--- src/design/pfpe_pkg.sv ---
// Shared constants, codes and payload types for the page frame buffer engine.
// No dependencies; every design file but pfpe_ram refers to it by scoped names.
package pfpe_pkg;

   // Screen geometry and store size
   localparam int COLUMNS     = 128;
   localparam int ROWS        = 64;
   localparam int PAGES       = (ROWS + 7) / 8;
   localparam int STORE_DEPTH = 1024;
   localparam int ADDR_W      = $clog2(STORE_DEPTH);
   localparam int PAGE_W      = 3;
   localparam int POS_W       = 8;
   localparam int COL_W       = $clog2(COLUMNS);
   localparam int HEADER_LEN  = 3;
   localparam int SCAN_LEN    = HEADER_LEN + COLUMNS;

   // Command opcodes
   localparam logic [1:0] OP_DRAW = 2'd0;
   localparam logic [1:0] OP_FILL = 2'd1;
   localparam logic [1:0] OP_SCAN = 2'd2;

   // Pen codes
   localparam logic [1:0] PEN_ERASE  = 2'd0;
   localparam logic [1:0] PEN_SET    = 2'd1;
   localparam logic [1:0] PEN_INVERT = 2'd2;

   // Scan-out header positions
   localparam logic [POS_W-1:0] POS_PAGE_CMD = POS_W'(0);
   localparam logic [POS_W-1:0] POS_COL_HIGH = POS_W'(1);
   localparam logic [POS_W-1:0] POS_COL_LOW  = POS_W'(2);

   // Panel command bytes
   localparam logic [7:0] CMD_PAGE_BASE = 8'hB0;
   localparam logic [7:0] CMD_COL_HIGH  = 8'h10;
   localparam logic [7:0] CMD_COL_LOW   = 8'h00;
   localparam logic [7:0] FULL_BYTE     = 8'hFF;

   typedef struct packed {
      logic [1:0]        opcode;
      logic [1:0]        pen;
      logic signed [7:0] x_coord;
      logic signed [7:0] y_coord;
   } req_payload_type;

   typedef struct packed {
      logic [7:0] out_byte;
      logic       is_data;
      logic       frame_last;
   } rsp_payload_type;

   // Scan counter view handed to the top level
   typedef struct packed {
      logic [7:0]        hdr_byte;
      logic              is_data;
      logic              last;
      logic [ADDR_W-1:0] addr;
   } scan_info_type;

   // Fill sequencer memory requests and status
   typedef struct packed {
      logic              busy;
      logic              rd_en;
      logic [ADDR_W-1:0] rd_addr;
      logic              wr_en;
      logic [ADDR_W-1:0] wr_addr;
      logic [7:0]        wr_data;
   } fill_port_type;

endpackage

--- src/design/pfpe_scan.sv ---
// Scan-out position counter: page and byte position of the refresh stream.
// Depends on pfpe_pkg.
module pfpe_scan (
   input  logic                   clock,
   input  logic                   reset,
   input  logic                   advance,
   output pfpe_pkg::scan_info_type info
);

   logic [pfpe_pkg::PAGE_W-1:0] page_ff, page_in;
   logic [pfpe_pkg::PAGE_W:0]   page_inc;
   logic [pfpe_pkg::POS_W-1:0]  pos_ff, pos_in, pos_next, col_full;
   logic [pfpe_pkg::COL_W-1:0]  col;
   logic [7:0]                  hdr_byte;

   // Advance through header and data bytes, wrap page after the last column
   always_comb begin
      pos_next = pos_ff + 1'b1;
      page_inc = {1'b0, page_ff} + 1'b1;
      page_in  = page_ff;
      pos_in   = pos_ff;
      if (advance) begin
         if (pos_next >= pfpe_pkg::POS_W'(pfpe_pkg::SCAN_LEN)) begin
            pos_in = '0;
            if (page_inc >= (pfpe_pkg::PAGE_W + 1)'(pfpe_pkg::PAGES)) begin
               page_in = '0;
            end else begin
               page_in = page_inc[pfpe_pkg::PAGE_W-1:0];
            end
         end else begin
            pos_in = pos_next;
         end
      end
   end

   always_ff @(posedge clock) begin
      if (reset) begin
         page_ff <= '0;
         pos_ff  <= '0;
      end else begin
         page_ff <= page_in;
         pos_ff  <= pos_in;
      end
   end

   // Header byte for the current position
   always_comb begin
      case (pos_ff)
         pfpe_pkg::POS_PAGE_CMD: hdr_byte = pfpe_pkg::CMD_PAGE_BASE + 8'(page_ff);
         pfpe_pkg::POS_COL_HIGH: hdr_byte = pfpe_pkg::CMD_COL_HIGH;
         pfpe_pkg::POS_COL_LOW:  hdr_byte = pfpe_pkg::CMD_COL_LOW;
         default:                hdr_byte = pfpe_pkg::CMD_COL_LOW;
      endcase
   end

   assign col_full = pos_ff - pfpe_pkg::POS_W'(pfpe_pkg::HEADER_LEN);
   assign col      = col_full[pfpe_pkg::COL_W-1:0];

   assign info.hdr_byte = hdr_byte;
   assign info.is_data  = (pos_ff >= pfpe_pkg::POS_W'(pfpe_pkg::HEADER_LEN));
   assign info.last     = info.is_data
                          && (col == pfpe_pkg::COL_W'(pfpe_pkg::COLUMNS - 1))
                          && (page_ff == pfpe_pkg::PAGE_W'(pfpe_pkg::PAGES - 1));
   assign info.addr     = pfpe_pkg::ADDR_W'(page_ff) * pfpe_pkg::ADDR_W'(pfpe_pkg::COLUMNS)
                          + pfpe_pkg::ADDR_W'(col);

endmodule

--- config.mk ---
export PLATFORM = sky130hd
export DESIGN_NAME = pfpe_scan
export DESIGN_NICKNAME = d
export VERILOG_FILES = /design/src/design/pfpe_pkg.sv /design/src/design/pfpe_scan.sv
export SDC_FILE = /design/constraint.sdc
export NUM_CORES = 1
export LEC_CHECK = 0
export BUFFER_PORTS_ARGS = -buffer_cell sky130_fd_sc_hd__buf_2
export CORE_AREA = 5 5 52 54
export DETAILED_ROUTE_END_ITERATION = 10
export DIE_AREA = 0 0 57 59
export PLACE_DENSITY = 0.69
export SYNTH_ARGS = -nofsm -noshare
export SYNTH_HDL_FRONTEND = slang
export SYNTH_SLANG_ARGS = --single-unit
--- constraint.sdc ---
create_clock -name clock -period 2.72 [get_ports clock]
set_input_delay 0 -clock clock [delete_from_list [all_inputs] [get_ports clock]]
set_output_delay 0 -clock clock [all_outputs]
set_load 0.1 [all_outputs]
* Word level (Yosys, flattened, before mapping)
Cells that the tools add are included.
Operators by class: equal/unequal tests 3, reductions and logical operators 4, $lt $le $gt $ge 3, add/subtract/negate cells 5, mux-type cells 3
Operators by type and width (count):
- 8-bit one-hot mux with 2 select lines | 1
- 10-bit by 7-bit adder with 10-bit output | 1
- 8-bit by 1-bit adder with 8-bit output, second input constant | 1
- 8-bit by 3-bit adder with 8-bit output, first input constant | 1
- 8-bit by 1-bit == test with 1-bit output, second input constant | 1
- 8-bit by 2-bit >= comparator with 1-bit output, second input constant | 1
- 8-bit >= comparator, second input constant | 1
- 8-bit logical NOT | 1
- 8-bit two-way mux | 1
- 7-bit == test, second input constant | 1
- 7-bit by 2-bit subtractor with 7-bit output, second input constant | 1
- 3-bit by 1-bit adder with 4-bit output, second input constant | 1
- 4-bit >= comparator, second input constant | 1
- 3-bit == test, second input constant | 1
- 3-bit two-way mux | 1
- 1-bit logical AND | 2
- 2-bit AND reduction | 1
Word-level totals: bits in registers 11, bits of input ports 3, output and inout port bits 20, logic and storage cells 20

* Longest topological paths before layout
word-level depth 4, gate-level depth with buffers 6, gate-level depth less buffers 6

* Worst setup path before layout
No wires, ideal clock.
kind flip-flop to output port, start point reg pos_ff[0] (netlist name), end point out info[10] (netlist name), buffers on the path 0, arrival time 4.852 ns, data required time 2.720 ns, path slack -2.132 ns, cell stages (with the launch flop) 7, path through dfxtp_1 -> ha_1 -> nor3_1 -> nand2_1 -> xnor2_1 -> nand2_1 -> nor3_1
RTL lines:
- start: declaration | line pfpe_scan.sv:12 | logic [pfpe_pkg::POS_W-1:0] pos_ff, pos_in, pos_next, col_full;
- start signal: assignment | line pfpe_scan.sv:42 | pos_ff <= pos_in;
- end: declaration | line pfpe_scan.sv:7 | output pfpe_pkg::scan_info_type info

==> reports/metrics.yaml <==
hold_end: "pos_ff[1]"
synthCells: 126
grt_max_degree: 20
drtIter0Drc: 21
initial_utilization_pct: 45.0
netlist-cell-type-count: 43
p_total_w: 0.000469
cp_max_fo: 11
dieArea_um2: 3360
cts_resized: 0
met1_usage_pct: 16.9
synthTopCellsByCount: "nand2_1 (13), dfxtp_1 (11), a21oi_1 (9), clkbuf_1 (9), ha_1 (7)"
top_usage_layer: "met2"
stdcell_count: 166
crit_buf_inv: 1
antenna_found_initial: 0
boundaryPins: 23
cts_tree: "yes"
wl_per_cell_um: 13.7
r2r_start: "pos_ff[2]"
postCtsSetupBuffers: 0
powerDensity_nw_per_um2: 408
area_delta_synth_final_pct: 17.7
pwr-share-clk_pct: 25.4
crit_required_ns: 2.72
grt_pass1_vias: 906
synth_edf_count: 0
switching_share_pct: 46.4
fin_util_pct: 52.9
postCtsHoldBufs: 0
max_cap_viol_count: 0
worstMarginPinSlew_ns: 0.666
cts_max_level: 1
die_h_um: 59
yosys.area.top_type: "dfxtp_1"
cts_sinks: 11
ys_warn_count: 0
synth_area_leaders: "dfxtp_1 (23%), ha_1 (9.0%), nand2_1 (5.0%), a21oi_1 (4.6%), xor2_1 (4.5%)"
fin_crit_sh_pct: 88.1
numPortBuffers: 20
r2r_slack_ns: 0.36
final-hold-violation-count: 0
combPwrFrac_pct: 37.9
setup_tns_ns: 0
synth_area_per_cell_um2: 7.75
dp_hpwl_um: 1720
grt_first_pass_wirelength_um: 3910
clk_pin_slew_worst_paths_ns: 0.08
rr_endpoint: "page_ff[0]"
p_seq_share_pct: 36.7
max-slew-margin-rel_pct: 55.5
critPathLaunchType: "flip-flop"
fmax_ghz: 0.417
period_needed_ns: 2.40
root_buffer: "clkbuf_4"
dp.cells: 162
fill_cells: 216
critPathMaxStageDelay_ns: 0.60
wl_um: 2280
fin_worst_skew_ns: 0.00469
crit_arrival_ns: 2.40
via_count: 910
clkLatencyLatePin_ns: 0.28
path_class: "reg2out"
power.switching_w: 0.000218
status: "finished, final reports clean"
p_leak_nw: 0.504
setup_viol: 0
yosysTopAreaCellShare_pct: 22.6
crit_chain: "ha_1, nor3_2, nand2_1, xnor2_4, nand2_2, nor3_4, buf_2"
peakVddDrop_v: 0.000312
drc_errors: 0
die_w_um: 57
synthesis.area_um2: 976
synth_most_common_cell: "nand2_1"
use_met2_pct: 24.6
ys.flop_type: "dfxtp_1"
slowest_stage: "dfxtp_1"
cp_top_family: "flip-flops"
critPathCaptureType: "output port"
final_nets: 149
drtAntennaViolNets: 0
seq_area_frac_synth_pct: 22.6
clk_path_buf_depth: 2
viasPerCell: 5.48
cp.depth: 7
rows: 17
dr.pass1.iters: 4
synth-seq-cells: 11
cts_buffers: 3
p_int_w: 0.000251
final_max_slew_viol_count: 0
async_reset_ff_share_pct: 0
routabilityCongestion: 0.840
rsz0062_at_grt: "false"
antenna_cells: 0
gr-total-overflow: 0
layout-drive-gt1-share_pct: 23.9
hold_depth: 2
core_um2: 2170
grtUsageTotal_pct: 14.7
min_from: "reset"
min_path_type: "in2reg"
grtUsageMet3_pct: 3.05
reg2reg_depth: 5
## cells by family after synthesis
family | Yosys count | share of synthesized area [%]
simple gates | 52 | 28.6
compound gates | 26 | 19.9
buf+inv | 18 | 8.85
flops | 11 | 22.6
xor+xnor | 8 | 7.18
fa+ha+maj | 7 | 8.97
mux | 3 | 3.59
other cells | 1 | 0.384
## layout by cell type (no fill, tap or decap), types with 3 or more instances in the layout
master | Yosys | final
nor3_1 | 5 | 3
a21oi_1 | 9 | 9
nand2b_1 | 4 | 4
buf_2 | 0 | 20
nand3_1 | 6 | 6
ha_1 | 7 | 7
and3_1 | 4 | 4
xor2_1 | 5 | 4
dfxtp_1 | 11 | 11
inv_1 | 5 | 5
clkbuf_4 | 0 | 3
nand2_1 | 13 | 12
nor2_1 | 6 | 6
## layer usage
metal  routed length [um]  vias to the layer above
met5                    0                        -
met4                   68                        0
met3                  126                        7
met2                 1110                       24
met1                  977                      417
li1                     -                      462
## worst max-delay path by stage
stage                   start         end
CTS                 pos_ff[1]    info[10]
finish              pos_ff[1]    info[10]
floorplan           pos_ff[0]    info[10]
detailed placement  pos_ff[2]  page_ff[0]
global route        pos_ff[2]  page_ff[0]
global placement    pos_ff[2]  page_ff[0]
## power groups by stage
stage	clock network, W	registers (W)	logic (W)
after detailed placement	0	0.000176	0.000178
after global routing	0.000132	0.000173	0.000185
after floorplan	0	0.000173	0.000161
after CTS	0.000122	0.000172	0.000179
after global placement	0	0.000175	0.000177
final	0.000119	0.000172	0.000178
## sequential cells by signal (all words and copies together) (netlist names)
name	count
page_ff	3
pos_ff	8
## metrics by stage
| step | setup WS [ns] | area (um2) | hold WS, ns |
|---|---|---|---|
| after detailed placement | 0.404 | 1120 | 0.331 |
| after floorplan | 0.0748 | 1050 | 0.180 |
| after global placement | 0.457 | 1120 | 0.326 |
| final | 0.324 | 1150 | 0.0445 |
| after CTS | 0.324 | 1150 | 0.0418 |
| after global routing | 0.114 | 1150 | 0.0557 |
## worst register-to-register path, cell delays in order (launching register included)
cell and delay, ns:
dfxtp_1 0.62, and4_1 0.41, nand4_1 0.19, xor2_1 0.55
nor3_2 0.16, mux2_4 0.32
## area by class of cell
| cell class | instances | area, um2 | area share, % |
|---|---|---|---|
| Tap cell | 28 | 35.0 | 3.05 |
| Multi-Input combinational cell | 98 | 748 | 65.1 |
| Clock buffer | 4 | 26.3 | 2.29 |
| Timing Repair Buffer | 20 | 100 | 8.71 |
| Inverter | 5 | 18.8 | 1.63 |
| Sequential cell | 11 | 220 | 19.2 |
Power figures use the tool's default switching activity.
