### config.mk
export PLATFORM = sky130hd
export DESIGN_NAME = pfpe_fill
export DESIGN_NICKNAME = d
export VERILOG_FILES = /design/src/design/pfpe_pkg.sv /design/src/design/pfpe_fill.sv
export SDC_FILE = /design/constraint.sdc
export NUM_CORES = 1
export LEC_CHECK = 0
export BUFFER_PORTS_ARGS = -buffer_cell sky130_fd_sc_hd__buf_2
export CORE_MARGIN = 2
export CORE_UTILIZATION = 43
export CTS_CLUSTER_SIZE = 8
export DETAILED_ROUTE_END_ITERATION = 12
export PLACE_DENSITY_LB_ADDON = 0.25
export SYNTH_ARGS = -nofsm -noshare
export SYNTH_HDL_FRONTEND = slang
export SYNTH_SLANG_ARGS = --single-unit
### constraint.sdc
create_clock -name clock -period 1.9 [get_ports clock]
set_input_delay 0.38 -clock clock [delete_from_list [all_inputs] [get_ports clock]]
set_output_delay 0.38 -clock clock [all_outputs]
set_load 0.1 [all_outputs]
### src/design/pfpe_pkg.sv
// Shared constants, codes and payload types for the page frame buffer engine.
// No dependencies; every design file but pfpe_ram refers to it by scoped names.
package pfpe_pkg;

   // Screen geometry and store size
   localparam int COLUMNS     = 128;
   localparam int ROWS        = 64;
   localparam int PAGES       = (ROWS + 7) / 8;
   localparam int STORE_DEPTH = 1024;
   localparam int ADDR_W      = $clog2(STORE_DEPTH);
   localparam int PAGE_W      = 3;
   localparam int POS_W       = 8;
   localparam int COL_W       = $clog2(COLUMNS);
   localparam int HEADER_LEN  = 3;
   localparam int SCAN_LEN    = HEADER_LEN + COLUMNS;

   // Command opcodes
   localparam logic [1:0] OP_DRAW = 2'd0;
   localparam logic [1:0] OP_FILL = 2'd1;
   localparam logic [1:0] OP_SCAN = 2'd2;

   // Pen codes
   localparam logic [1:0] PEN_ERASE  = 2'd0;
   localparam logic [1:0] PEN_SET    = 2'd1;
   localparam logic [1:0] PEN_INVERT = 2'd2;

   // Scan-out header positions
   localparam logic [POS_W-1:0] POS_PAGE_CMD = POS_W'(0);
   localparam logic [POS_W-1:0] POS_COL_HIGH = POS_W'(1);
   localparam logic [POS_W-1:0] POS_COL_LOW  = POS_W'(2);

   // Panel command bytes
   localparam logic [7:0] CMD_PAGE_BASE = 8'hB0;
   localparam logic [7:0] CMD_COL_HIGH  = 8'h10;
   localparam logic [7:0] CMD_COL_LOW   = 8'h00;
   localparam logic [7:0] FULL_BYTE     = 8'hFF;

   typedef struct packed {
      logic [1:0]        opcode;
      logic [1:0]        pen;
      logic signed [7:0] x_coord;
      logic signed [7:0] y_coord;
   } req_payload_type;

   typedef struct packed {
      logic [7:0] out_byte;
      logic       is_data;
      logic       frame_last;
   } rsp_payload_type;

   // Scan counter view handed to the top level
   typedef struct packed {
      logic [7:0]        hdr_byte;
      logic              is_data;
      logic              last;
      logic [ADDR_W-1:0] addr;
   } scan_info_type;

   // Fill sequencer memory requests and status
   typedef struct packed {
      logic              busy;
      logic              rd_en;
      logic [ADDR_W-1:0] rd_addr;
      logic              wr_en;
      logic [ADDR_W-1:0] wr_addr;
      logic [7:0]        wr_data;
   } fill_port_type;

endpackage

### src/design/pfpe_fill.sv
// Fill sequencer: sweeps the whole store one byte a cycle (set, clear, invert).
// Runs a clearing pass after reset. Depends on pfpe_pkg.
module pfpe_fill (
   input  logic                   clock,
   input  logic                   reset,
   input  logic                   start,
   input  logic [1:0]             pen,
   input  logic [7:0]             rd_data,
   output pfpe_pkg::fill_port_type port
);

   logic                        active_ff, active_in;
   logic [pfpe_pkg::ADDR_W-1:0] addr_ff, addr_in;
   logic [1:0]                  pen_ff, pen_in;
   logic                        wr_vld_ff, wr_vld_in;
   logic [pfpe_pkg::ADDR_W-1:0] wr_addr_ff, wr_addr_in;
   logic [7:0]                  wr_data;

   // Read address walks the store; the write follows in the next cycle
   always_comb begin
      active_in  = active_ff;
      addr_in    = addr_ff;
      pen_in     = pen_ff;
      wr_vld_in  = active_ff;
      wr_addr_in = addr_ff;
      if (start) begin
         active_in = 1'b1;
         addr_in   = '0;
         pen_in    = pen;
      end else if (active_ff) begin
         addr_in = addr_ff + 1'b1;
         if (addr_ff == pfpe_pkg::ADDR_W'(pfpe_pkg::STORE_DEPTH - 1)) begin
            active_in = 1'b0;
         end
      end
   end

   always_ff @(posedge clock) begin
      if (reset) begin
         active_ff <= 1'b1;
         addr_ff   <= '0;
         pen_ff    <= pfpe_pkg::PEN_ERASE;
         wr_vld_ff <= 1'b0;
      end else begin
         active_ff <= active_in;
         addr_ff   <= addr_in;
         pen_ff    <= pen_in;
         wr_vld_ff <= wr_vld_in;
      end
   end

   always_ff @(posedge clock) begin
      wr_addr_ff <= wr_addr_in;
   end

   // New byte value by pen; clear, set, anything else inverts
   always_comb begin
      case (pen_ff)
         pfpe_pkg::PEN_SET:   wr_data = pfpe_pkg::FULL_BYTE;
         pfpe_pkg::PEN_ERASE: wr_data = '0;
         default:             wr_data = ~rd_data;
      endcase
   end

   assign port.busy    = active_ff || wr_vld_ff;
   assign port.rd_en   = active_ff;
   assign port.rd_addr = addr_ff;
   assign port.wr_en   = wr_vld_ff;
   assign port.wr_addr = wr_addr_ff;
   assign port.wr_data = wr_data;

endmodule

## Yosys cells after proc, flatten, opt, wreduce, memory -nomap -nowiden

Cells that the tools add are included.

| word-level totals | value |
|---|---|
| bits in read-only memories | 0 |
| output and inout port bits | 31 |
| RAM bits | 0 |
| input port bits | 13 |
| latch bits | 0 |
| flip-flop bits (word level) | 24 |
| memories | 0 |
| word-level logic and storage cells | 15 |

| operators by class | value |
|---|---|
| bitwise operators | 1 |
| divide/modulo/power cells | 0 |
| order comparisons | 0 |
| muxes and demuxes | 3 |
| equality and inequality tests | 2 |
| add/sub/neg operators | 1 |
| reduce and logical (&&, ||, !) cells | 3 |
| $mul | 0 |
| shift operators | 0 |

Operators with widths:

| operator | number |
|---|---|
| $pmux W8 S2 | 1 |
| $add A10 B1 Y10 const B | 1 |
| $eq A10 B10 Y1 const B | 1 |
| $not A8 Y8 | 1 |
| $eq A2 B1 Y1 const B | 1 |
| $logic_not A2 Y1 | 1 |
| $mux W1 | 2 |
| $reduce_or A2 Y1 | 1 |
| $logic_or A1 B1 Y1 | 1 |

## Depth between registers and ports, before layout

Gate-level depths: netlist of run 1.

| depth | value |
|---|---|
| word-level depth | 3 |
| mapped depth | 4 |
| depth with buffers taken out | 4 |

## Worst setup path after synthesis of run 1

No wires, ideal clock.

| timing | value |
|---|---|
| kind | reg-to-output |
| start point | register pen_ff[1] |
| end point | output port port[0] (netlist name) |
| stages on the path, launching flop included | 4 |
| arrival | 2.203 ns |
| data required time | 1.520 ns |
| setup slack | -0.683 ns |
| cells stage by stage | dfxtp_1 > clkbuf_1 > nor2_1 > a21oi_1 |

RTL lines:

| what | line | source |
|---|---|---|
| from (decl) | pfpe_fill.sv:14 | `logic [1:0] pen_ff, pen_in;` |
| from (signal assigned) | pfpe_fill.sv:42 | `pen_ff <= pfpe_pkg::PEN_ERASE;` |
| from (signal assigned) | pfpe_fill.sv:47 | `pen_ff <= pen_in;` |
| to (decl) | pfpe_fill.sv:9 | `output pfpe_pkg::fill_port_type port` |

==> results.md, run 1 <==
- Hold Path Class: in -> reg
- Fraction of layout cells with a size suffix above 1: 52.4%
- Core ar.: 1920 um^2
- Via count: 773
- ANT nets after route: 0
- Most used DFF post-synth: dfxtp_1
- Crit Path Max Fanout: 8
- Sw Share: 34.7%
- Fmax: 580 MHz
- Ant diodes: 0
- Maximum VDD drop: 473 uV
- Worst EP required: 1.52 ns
- Largest net degree at the start of global routing: 13
- Fin crit share: 90.7%
- Setup TNS: 0 ns
- Total global-route track usage: 17.5%
- Max H-tree Level: 1
- Unrepaired setup endpoints after global routing: no
- Drt wl/cell: 12.4 um
- # DRC: 0
- Total global routing overflow: 0
- Combinational family with the most area after synthesis: simple AND/OR/NAND/NOR gates
- Layout area overhead: 55.9%
- Syn nets: 98
- Synthesized flop and latch total: 24
- Post-Syn Area: 853 um^2
- Final setup violating endpoints: 0
- Sequential power share: 49.3%
- CP endpoint kind: output pin
- Status: complete, no violations
- CTS max path bufs: 2
- First-pass GRT wire length: 3.25 mm
- Die area: 2360 um^2
- Yosys cell types: 23
- Yosys top cell by area: dfxtp_1
- Worst slew pin tran: 0.521 ns
- Fin. max-slew vios: 0
- Async SR Flop Fraction: 0%
- Vias in the first global route: 733
- CTS tree: built
- Post-Synth XOR/XNOR Area: 4.11%
- Slew HR: 65.2%
- Number of I/O port buffers: 43
- Adder-Cell Fraction of Synth Area: 1.47%
- Routed WL: 1.90 mm
- Clock Pin Slew Worst Setup and Hold Paths: 0.12 ns
- Starting Density: 44.4%
- Internal power: 0.686 mW
- CTS sink count: 24
- Multiplexer share of the synthesized area: 3.52%
- Hold Violations, Final: 0
- Post-synth EDFFs: 0
- Worst skew pair latency: 0.30 ns
- WHS Path Cells: 2
- Layout Skew: 0.00393 ns
- Setup CP Type: reg -> out
- IO Pins: 44
- PwrDens: 790 nW/um^2
- Synth Instances: 84
- Leak: 0.581 nW
- # hold bufs at CTS: 0
- Total CTS buffers: 3
- Vias per cell: 5.05
- Clock Power Share: 19.6%
- R2R depth: 4
- Final Critical Period: 1.72 ns
- Die width: 48.5 um
- Design area: 1330 um^2
- Area contributors post-synth: dfxtp_1, a21oi_1, nor2_1, mux2i_1, xor2_1
- Logic pwr share: 31.1%
- Switching Power: 0.364 mW
- Register area share after synthesis: 56.3%
- Routability congestion estimate: 0.742
- Startpoint Class: flop
- DRT iter0 DRCs: 16
- Synth Area in Compound Gates: 12.9%
- Clock root buffer: clkbuf_4
- Final nets: 142
- Antenna violations before repair: 0
- Die span in y: 48.5 um
- CP arrival: 1.34 ns
- Post-Synth Simple-Gate Area: 17.7%
- Avg Cell Area, Syn: 10.2 um^2
- Max-cap violations: 0
- Share of the synthesized area in the top cell type: 56.3%
- First-pass DRT Iterations: 4
- Cell Rows: 16
- Synth warn: 0
- Area after DPL: 1310 um^2
- HPWL after DPL: 1.49 mm
## repair_timing
| item | in CTS | in global routing |
|---|---|---|
| gates resized for setup | 0 | 1 |
| setup buffers | 0 | 0 |
| endpoints found under the setup margin | 0 | 1 |
## layer usage
metal	track usage (%)	wire, um	vias to the layer above
li1	-	-	383
met1	21.1	839	362
met2	30.1	949	24
met3	4.32	87	4
met4	6.67	26	0
met5	0	0	-
## cells in the mapped netlist, types with 2 or more instances
cell type,n
nand4_1,2
nand2_1,4
clkbuf_1,2
or2_2,2
or3_1,2
or4_1,2
buf_4,3
mux2i_1,3
dfxtp_1,24
o21ai_0,2
o31ai_1,3
nor2_1,9
nand3_1,3
a21oi_1,12
xor2_1,3
## critical path: stages (launching register included)
cell     delay, ns
dfxtp_1       0.35
nor2_4        0.44
a21oi_4       0.06
buf_12        0.19
## cells in the final DEF (no fill, tap or decap), drive strengths merged, types with 2 or more instances in the layout
cell,n
dfxtp,24
nand2,4
o31ai,3
or3,3
nand3,3
nor2,9
or4,2
mux2i,3
or2,2
buf,43
xor2,3
a21oi,12
clkbuf,4
nand4,3
o21ai,2
## flip-flops by register name, indices dropped and copies added (netlist names)
register and count:
wr_vld_ff 1, wr_addr_ff 10, active_ff 1, addr_ff 10
pen_ff 2
## power groups by stage
stage          sequential, mW  clock (mW)  combinational [mW]
2_1_floorplan           0.557           0               0.190
3_3_place_gp            0.528           0               0.325
3_5_place_dp            0.529           0               0.329
4_1_cts                 0.518       0.217               0.329
5_1_grt                 0.519       0.236               0.335
6_report                0.517       0.206               0.326
## kinds of logic after synthesis
group | Yosys count
simple gates | 27
flops | 24
compound gates | 19
buf+inv | 6
xor+xnor | 4
mux | 3
fa+ha+maj | 1
## worst paths after layout
kind	startpoint	to	slack, ns
worst max register to register	addr_ff[0]$_SDFFE_PP0P_	addr_ff[8]$_SDFFE_PP0P_	0.44
worst max-delay path	pen_ff[1]$_SDFFE_PP0P_	port[2]	0.18
worst min-delay path	reset	wr_vld_ff$_SDFF_PP0_	0.30
worst min register to register	addr_ff[1]$_SDFFE_PP0P_	wr_addr_ff[1]$_DFF_P_	0.40
## area by class of cell
class / instances / area, um^2
inverter: 1 / 3.75
tap: 27 / 33.8
clock buffer: 3 / 22.5
multi-input combinational: 54 / 437
timing repair buffer: 44 / 345
sequential: 24 / 488
fill: 151 / 592
## through the flow
step                      worst slack, ns  cells  power, mW  utilization [%]  hold WS [ns]
after CTS                          0.0871    153       1.06             69.1         0.290
after global routing               0.0916    153       1.09             69.2         0.288
after global placement              0.472    150      0.854             67.9         0.383
final                               0.176    153       1.05             69.2         0.298
after floorplan                    0.0633     84      0.748                -         0.452
after detailed placement            0.439    150      0.858             67.9         0.386
(Power assumes the default switching activity.)
==> run 2, diff against run 1 <==
--- a/config.mk
+++ b/config.mk
@@ -11,6 +11,7 @@
 export CTS_CLUSTER_SIZE = 8
 export DETAILED_ROUTE_END_ITERATION = 12
 export PLACE_DENSITY_LB_ADDON = 0.25
+export SETUP_SLACK_MARGIN = 0.3
 export SYNTH_ARGS = -nofsm -noshare
 export SYNTH_HDL_FRONTEND = slang
 export SYNTH_SLANG_ARGS = --single-unit
==> run 2 against run 1 <==
Against the previous run:
- critical path depth grew 1
- sequential power is essentially flat
- setup slack gained 0.13 ns
- design area grew 5.0%
- wire length shrank 1.6%
- sequential cell count is the same
- cell count grew 1.3%
- register-to-register slack is essentially flat
- highest routed layer unchanged
==> results.md, run 2 (synthesis gave the netlist of run 1 again) <==
- Largest net degree at the start of global routing: 14
- Fmax: 626 MHz
- Antenna violations before repair: 0
- Fin crit share: 84.0%
- Die span in y: 48.5 um
- Startpoint of the worst hold path: reset
- Core Util, Final: 72.7%
- Starting Density: 44.4%
- Leak: 0.604 nW
- Setup CP Type: reg -> out
- First-pass GRT wire length: 3.35 mm
- Via count: 770
- CTS max path bufs: 2
- Die area: 2360 um^2
- Fillcell total: 155
- Core ar.: 1920 um^2
- Largest regs: addr_ff: 10 flops, wr_addr_ff: 10 flops, pen_ff: 2 flops
- First-pass DRT Iterations: 2
- CP endpoint kind: output pin
- Routability congestion estimate: 0.713
- Total global routing overflow: 0
- Unrepaired setup endpoints after global routing: yes
- Clock root buffer: clkbuf_4
- CP arrival: 1.22 ns
- CTS sink count: 24
- Crit Path Max Fanout: 8
- # DRC: 0
- Maximum VDD drop: 642 uV
- Clock Pin Slew Worst Setup and Hold Paths: 0.12 ns
- ANT nets after route: 0
- Layout Skew: 0.00377 ns
- Die width: 48.5 um
- Storage element area: 505 um^2
- Vias in the first global route: 753
- Hold Violations, Final: 0
- IO Pins: 44
- Worst EP required: 1.52 ns
- Max H-tree Level: 1
- Ant diodes: 0
- Fin. max-slew vios: 0
- Status: complete, no violations
- Number of I/O port buffers: 43
- Critical path startpoint: pen_ff[1]$_SDFFE_PP0P_
- Cell Rows: 16
- Final nets: 143
- DRT iter0 DRCs: 10
- Hold Path Class: in -> reg
- Setup TNS: 0 ns
- Slew HR: 67.4%
- Commonest non-fill, non-tap cells in the layout: buf_2, dfxtp_1, buf_12
- Final setup violating endpoints: 0
- # hold bufs at CTS: 0
- Routed WL: 1.87 mm
- Most common cell after layout, fill and taps aside: buf_2
- PwrDens: 795 nW/um^2
- Worst slew pin tran: 0.493 ns
- Worst skew pair latency: 0.31 ns
- Final Critical Period: 1.60 ns
- Vias per cell: 4.97
- Fraction of layout cells with a size suffix above 1: 57.8%
- Total CTS buffers: 3
- HPWL after DPL: 1.39 mm
- Total global-route track usage: 18.4%
- Drt wl/cell: 12.1 um
- Startpoint Class: flop
- R2R Path Start: addr_ff[0]$_SDFFE_PP0P_
- Layout area overhead: 63.6%
- CTS tree: built
- Max-cap violations: 0
- Combined area of the multi-input logic cells: 437 um^2
-- run 2: critical path: stages (launching register included) --
cell	delay [ns]
dfxtp_2	0.38
nor2_4	0.04
buf_12	0.14
a21oi_4	0.14
buf_12	0.19
-- run 2: routing by layer --
layer / vias to the layer above / global-route usage (%) / wire length [um]
li1: 389 / - / -
met1: 354 / 21.9 / 781
met2: 23 / 31.5 / 981
met3: 4 / 5.56 / 89
met4: 0 / 6.67 / 20
met5: - / 0 / 0
-- run 2: final timing paths --
check                                          endpoint  slack (ns)  cells past startpoint
worst min register to register    wr_addr_ff[8]$_DFF_P_        0.39                      0
worst max-delay path                            port[4]        0.30                      4
worst min-delay path             pen_ff[0]$_SDFFE_PP0P_        0.27                      2
worst max register to register  addr_ff[8]$_SDFFE_PP0P_        0.45                      4
-- run 2: power breakdown --
part	internal (mW)	switching (mW)	leakage, nW
combinational	0.110	0.227	0.382
sequential	0.507	0.00726	0.200
clock	0.117	0.142	0.0210
total	0.734	0.376	0.604
-- run 2: what timing repair did --
item,in CTS,in global routing
resized for setup,5,4
endpoints found under the hold margin,0,0
setup buffers,1,0
setup endpoints to repair,10,12
pin swaps,1,0
-- run 2: cell type report --
class | instances | area share, %
Sequential cell | 24 | 36.2
Multi-Input combinational cell | 54 | 31.3
Timing Repair Buffer | 45 | 27.2
Clock buffer | 4 | 2.60
Tap cell | 27 | 2.42
Inverter | 1 | 0.269
-- run 2: through the flow --
step	area, um^2	power [mW]	cells	hold slack (ns)	setup slack [ns]
6_report	1400	1.11	155	0.269	0.304
2_1_floorplan	982	0.746	84	0.452	0.319
3_5_place_dp	1320	0.853	150	0.375	0.461
5_1_grt	1400	1.15	155	0.263	0.248
4_1_cts	1390	1.12	155	0.258	0.210
3_3_place_gp	1320	0.849	150	0.371	0.463
==> run 3, diff against run 2 <==
--- a/config.mk
+++ b/config.mk
@@ -7,7 +7,7 @@
 export LEC_CHECK = 0
 export BUFFER_PORTS_ARGS = -buffer_cell sky130_fd_sc_hd__buf_2
 export CORE_MARGIN = 2
-export CORE_UTILIZATION = 43
+export CORE_UTILIZATION = 39
 export CTS_CLUSTER_SIZE = 8
 export DETAILED_ROUTE_END_ITERATION = 12
 export PLACE_DENSITY_LB_ADDON = 0.25
==> constraint.sdc (replaced) <==
create_clock -name clock -period 1.3 [get_ports clock]
set_input_delay 0.26 -clock clock [delete_from_list [all_inputs] [get_ports clock]]
set_output_delay 0.26 -clock clock [all_outputs]
set_load 0.1 [all_outputs]
==> run 3 against run 2 <==
Against the previous run:
- the run now fails in 4_1_cts
- synthesized area unchanged
- synthesized cell count is the same
==> results.md, run 3 <==
- Total CTS buffers: 3
- Halt Stage: 4_1_cts
- Synthesized flop and latch total: 24
- Async SR Flop Fraction: 0%
- Die span in y: 50.8 um
- Synth Instances: 84
- Area contributors post-synth: dfxtp_1, a21oi_1, nor2_1, mux2i_1, xor2_1
- Max H-tree Level: 1
- Cell Rows: 16
- Post-synth EDFFs: 0
- CTS max path bufs: 2
- Share of the synthesized area in the top cell type: 56.3%
- Register area share after synthesis: 56.3%
- Yosys cell types: 23
- Log Error: [ERROR DPL-0038] Utilization greater than 100%, impossible to legalize
- Status: did not finish
- Most common cell in the synthesized netlist: dfxtp_1
- Syn nets: 98
- # hold bufs at CTS: 0
- Avg Cell Area, Syn: 10.2 um^2
- Number of gates resized after cts: 65
- Starting Density: 42.2%
- HPWL after DPL: 1.87 mm
- Yosys top cell by area: dfxtp_1
- Area after DPL: 1640 um^2
- Post-CTS setup buffers: 14
- IO Pins: 44
- Placed Cells: 155
- Number of I/O port buffers: 43
- Post-Syn Area: 853 um^2
- CTS sink count: 24
- Synth warn: 0
- Die width: 50.8 um
- Most used DFF post-synth: dfxtp_1
- Post-synth top cells: dfxtp_1, a21oi_1, nor2_1
- Clock root buffer: clkbuf_4
- Routability congestion estimate: 0.729
-- run 3: kinds of logic after synthesis --
group	Yosys count	share of synthesized area, %
compound gates	19	12.9
xor+xnor	4	4.11
fa+ha+maj	1	1.47
buf+inv	6	3.96
flops	24	56.3
mux	3	3.52
simple gates	27	17.7
-- run 3: metrics by stage --
step / setup WS, ns / hold slack (ns)
after detailed placement: -0.0194 / 0.397
after floorplan: -0.109 / 0.325
after global placement: 0.0897 / 0.389
==> run 4, diff against run 3 <==
==> config.mk (replaced) <==
export PLATFORM = sky130hd
export DESIGN_NAME = pfpe_fill
export DESIGN_NICKNAME = d
export VERILOG_FILES = /design/src/design/pfpe_pkg.sv /design/src/design/pfpe_fill.sv
export SDC_FILE = /design/constraint.sdc
export NUM_CORES = 1
export LEC_CHECK = 0
export BUFFER_PORTS_ARGS = -buffer_cell sky130_fd_sc_hd__buf_2
export CORE_AREA = 2 2 63 65
export DETAILED_ROUTE_END_ITERATION = 12
export DIE_AREA = 0 0 65 67
export PLACE_DENSITY_LB_ADDON = 0.15
export SYNTH_ARGS = -nofsm -noshare
export SYNTH_HDL_FRONTEND = slang
export SYNTH_SLANG_ARGS = --single-unit
==> constraint.sdc (replaced) <==
create_clock -name clock -period 1.7 [get_ports clock]
set_input_delay 0.34 -clock clock [delete_from_list [all_inputs] [get_ports clock]]
set_output_delay 0.34 -clock clock [all_outputs]
set_load 0.1 [all_outputs]
==> run 4 against run 3 <==
Against the previous run:
- the run now ends clean
==> results.md, run 4 (synthesis gave the netlist of run 1 again) <==
- CP arrival: 1.24 ns
- Status: complete, no violations
- Final setup violating endpoints: 0
- Commonest non-fill, non-tap cells in the layout: buf_2, dfxtp_1, buf_12, a21oi_4, nor2_1
- Largest net degree at the start of global routing: 15
- Routed wl met3: 145 um
- Die span in y: 67 um
- Total global-route track usage: 10.9%
- Most common cell after layout, fill and taps aside: buf_2
- Clock Pin Slew Worst Setup and Hold Paths: 0.08 ns
- Setup CP Type: reg -> out
- Dpl ws: 0.265 ns
- Max incr delay on CP: 0.39 ns
- R2R Path Start: active_ff$_SDFF_PP1_
- Maximum VDD drop: 455 uV
- Core ar.: 3610 um^2
- # DRC: 0
- Largest regs: addr_ff: 10 flops, wr_addr_ff: 10 flops, pen_ff: 2 flops
- Fillcell total: 355
- Crit Path Max Fanout: 8
- Area after DPL: 1360 um^2
- Critical path startpoint: pen_ff[0]$_SDFFE_PP0P_
- Via count: 749
- Total CTS buffers: 3
- IO Pins: 44
- Antenna violations before repair: 0
- Leak: 0.618 nW
- Routed WL: 2.11 mm
- Total global routing overflow: 0
- Final WS setup: 0.120 ns
- Max H-tree Level: 1
- Met2 wire len: 1.00 mm
- Design area: 1440 um^2
- Clock root buffer: clkbuf_8
- Final nets: 143
- Vias in the first global route: 768
- Fmax: 633 MHz
- Starting Density: 23.7%
- Hold Violations, Final: 0
- CTS sink count: 24
- Setup TNS: 0 ns
- Slew HR: 67.1%
- Startpoint Class: flop
- Ant diodes: 0
- First-pass GRT wire length: 3.64 mm
- Cell Chain, Critical Path: nor2_4 -> buf_4 -> a21oi_4 -> buf_12
- CP endpoint: port[5]
- DRT iter0 DRCs: 20
- Layout Skew: 0.00189 ns
- Worst r2r dst: addr_ff[8]$_SDFFE_PP0P_
- Worst EP required: 1.36 ns
- Drt wl/cell: 12.0 um
- First-pass DRT Iterations: 2
- Cell Rows: 22
- Vias per cell: 4.26
- Fin. max-slew vios: 0
- Routability congestion estimate: 0.728
- ANT nets after route: 0
- Die area: 4360 um^2
- Met1 WL: 919 um
- Fraction of layout cells with a size suffix above 1: 55.5%
- CP max stage cell: dfxtp_1
- Hold Path Class: in -> reg
- CTS tree: built
- Number of I/O port buffers: 43
- Die width: 65 um
- R2R depth: 3
- CTS max path bufs: 2
- Uppermost routed layer: met4
- Worst reg-to-reg setup slack: 0.23 ns
- Worst slew pin tran: 0.497 ns
- PwrDens: 1000 nW/um^2
- Worst skew pair latency: 0.26 ns
- HPWL after DPL: 1.60 mm
- Final Critical Period: 1.58 ns
- Unrepaired setup endpoints after global routing: no
- Max-cap violations: 0
- Fin crit share: 92.9%
- CP endpoint kind: output pin
- Layout area overhead: 68.3%
-- run 4: report_power, final --
part           internal [mW]  switching [mW]  total [mW]
clock                  0.315           0.181       0.495
combinational          0.116           0.253       0.369
sequential             0.569         0.00803       0.577
-- run 4: worst min-delay path by stage --
stage                            start                      to  slack [ns]  cells past startpoint
5_1_grt                          reset  pen_ff[1]$_SDFFE_PP0P_        0.32                      2
6_report                         reset  pen_ff[0]$_SDFFE_PP0P_        0.30                      2
4_1_cts                          reset  pen_ff[0]$_SDFFE_PP0P_        0.30                      2
2_1_floorplan                    reset    wr_vld_ff$_SDFF_PP0_        0.41                      1
3_5_place_dp   addr_ff[8]$_SDFFE_PP0P_   wr_addr_ff[8]$_DFF_P_        0.38                      0
3_3_place_gp   addr_ff[8]$_SDFFE_PP0P_   wr_addr_ff[8]$_DFF_P_        0.38                      0
-- run 4: cell type report --
class                   count  area, um^2  share of cell area, %
multi-input cells          54         437                   30.4
clock buffers               3        41.3                   2.87
well taps                  48        60.1                   4.18
flip-flops and latches     24         497                   34.6
clock inverters             1        30.0                   2.09
inverters                   1        3.75                  0.261
repair buffers             45         368                   25.6
-- run 4: routing by layer --
| layer | vias up | global-route usage [%] |
|---|---|---|
| met5 | - | 0 |
| met4 | 0 | 6.38 |
| met3 | 4 | 2.53 |
| met2 | 26 | 17.7 |
| met1 | 335 | 13.1 |
| li1 | 384 | - |
-- run 4: metrics by stage --
step | util (%) | hold slack [ns] | std cells | power (mW)
2_1_floorplan | - | 0.412 | 84 | 0.834
3_3_place_gp | 37.8 | 0.378 | 172 | 0.960
3_5_place_dp | 37.8 | 0.383 | 172 | 0.961
4_1_cts | 39.8 | 0.304 | 176 | 1.46
5_1_grt | 39.8 | 0.319 | 176 | 1.50
6_report | 39.8 | 0.303 | 176 | 1.44
-- run 4: timing repair --
item,in CTS,in global routing
gates resized for setup,0,1
setup endpoints to repair,0,1
buffers inserted,0,0
hold buffers,0,0
-- run 4: worst max-delay path, delay by kind of cell, from the launching register on --
family                 cells  cell delay, ns
AO/OA/AOI/OAI              1            0.15
buffers and inverters      2            0.39
flip-flops                 1            0.39
AND/OR/NAND/NOR            1            0.04
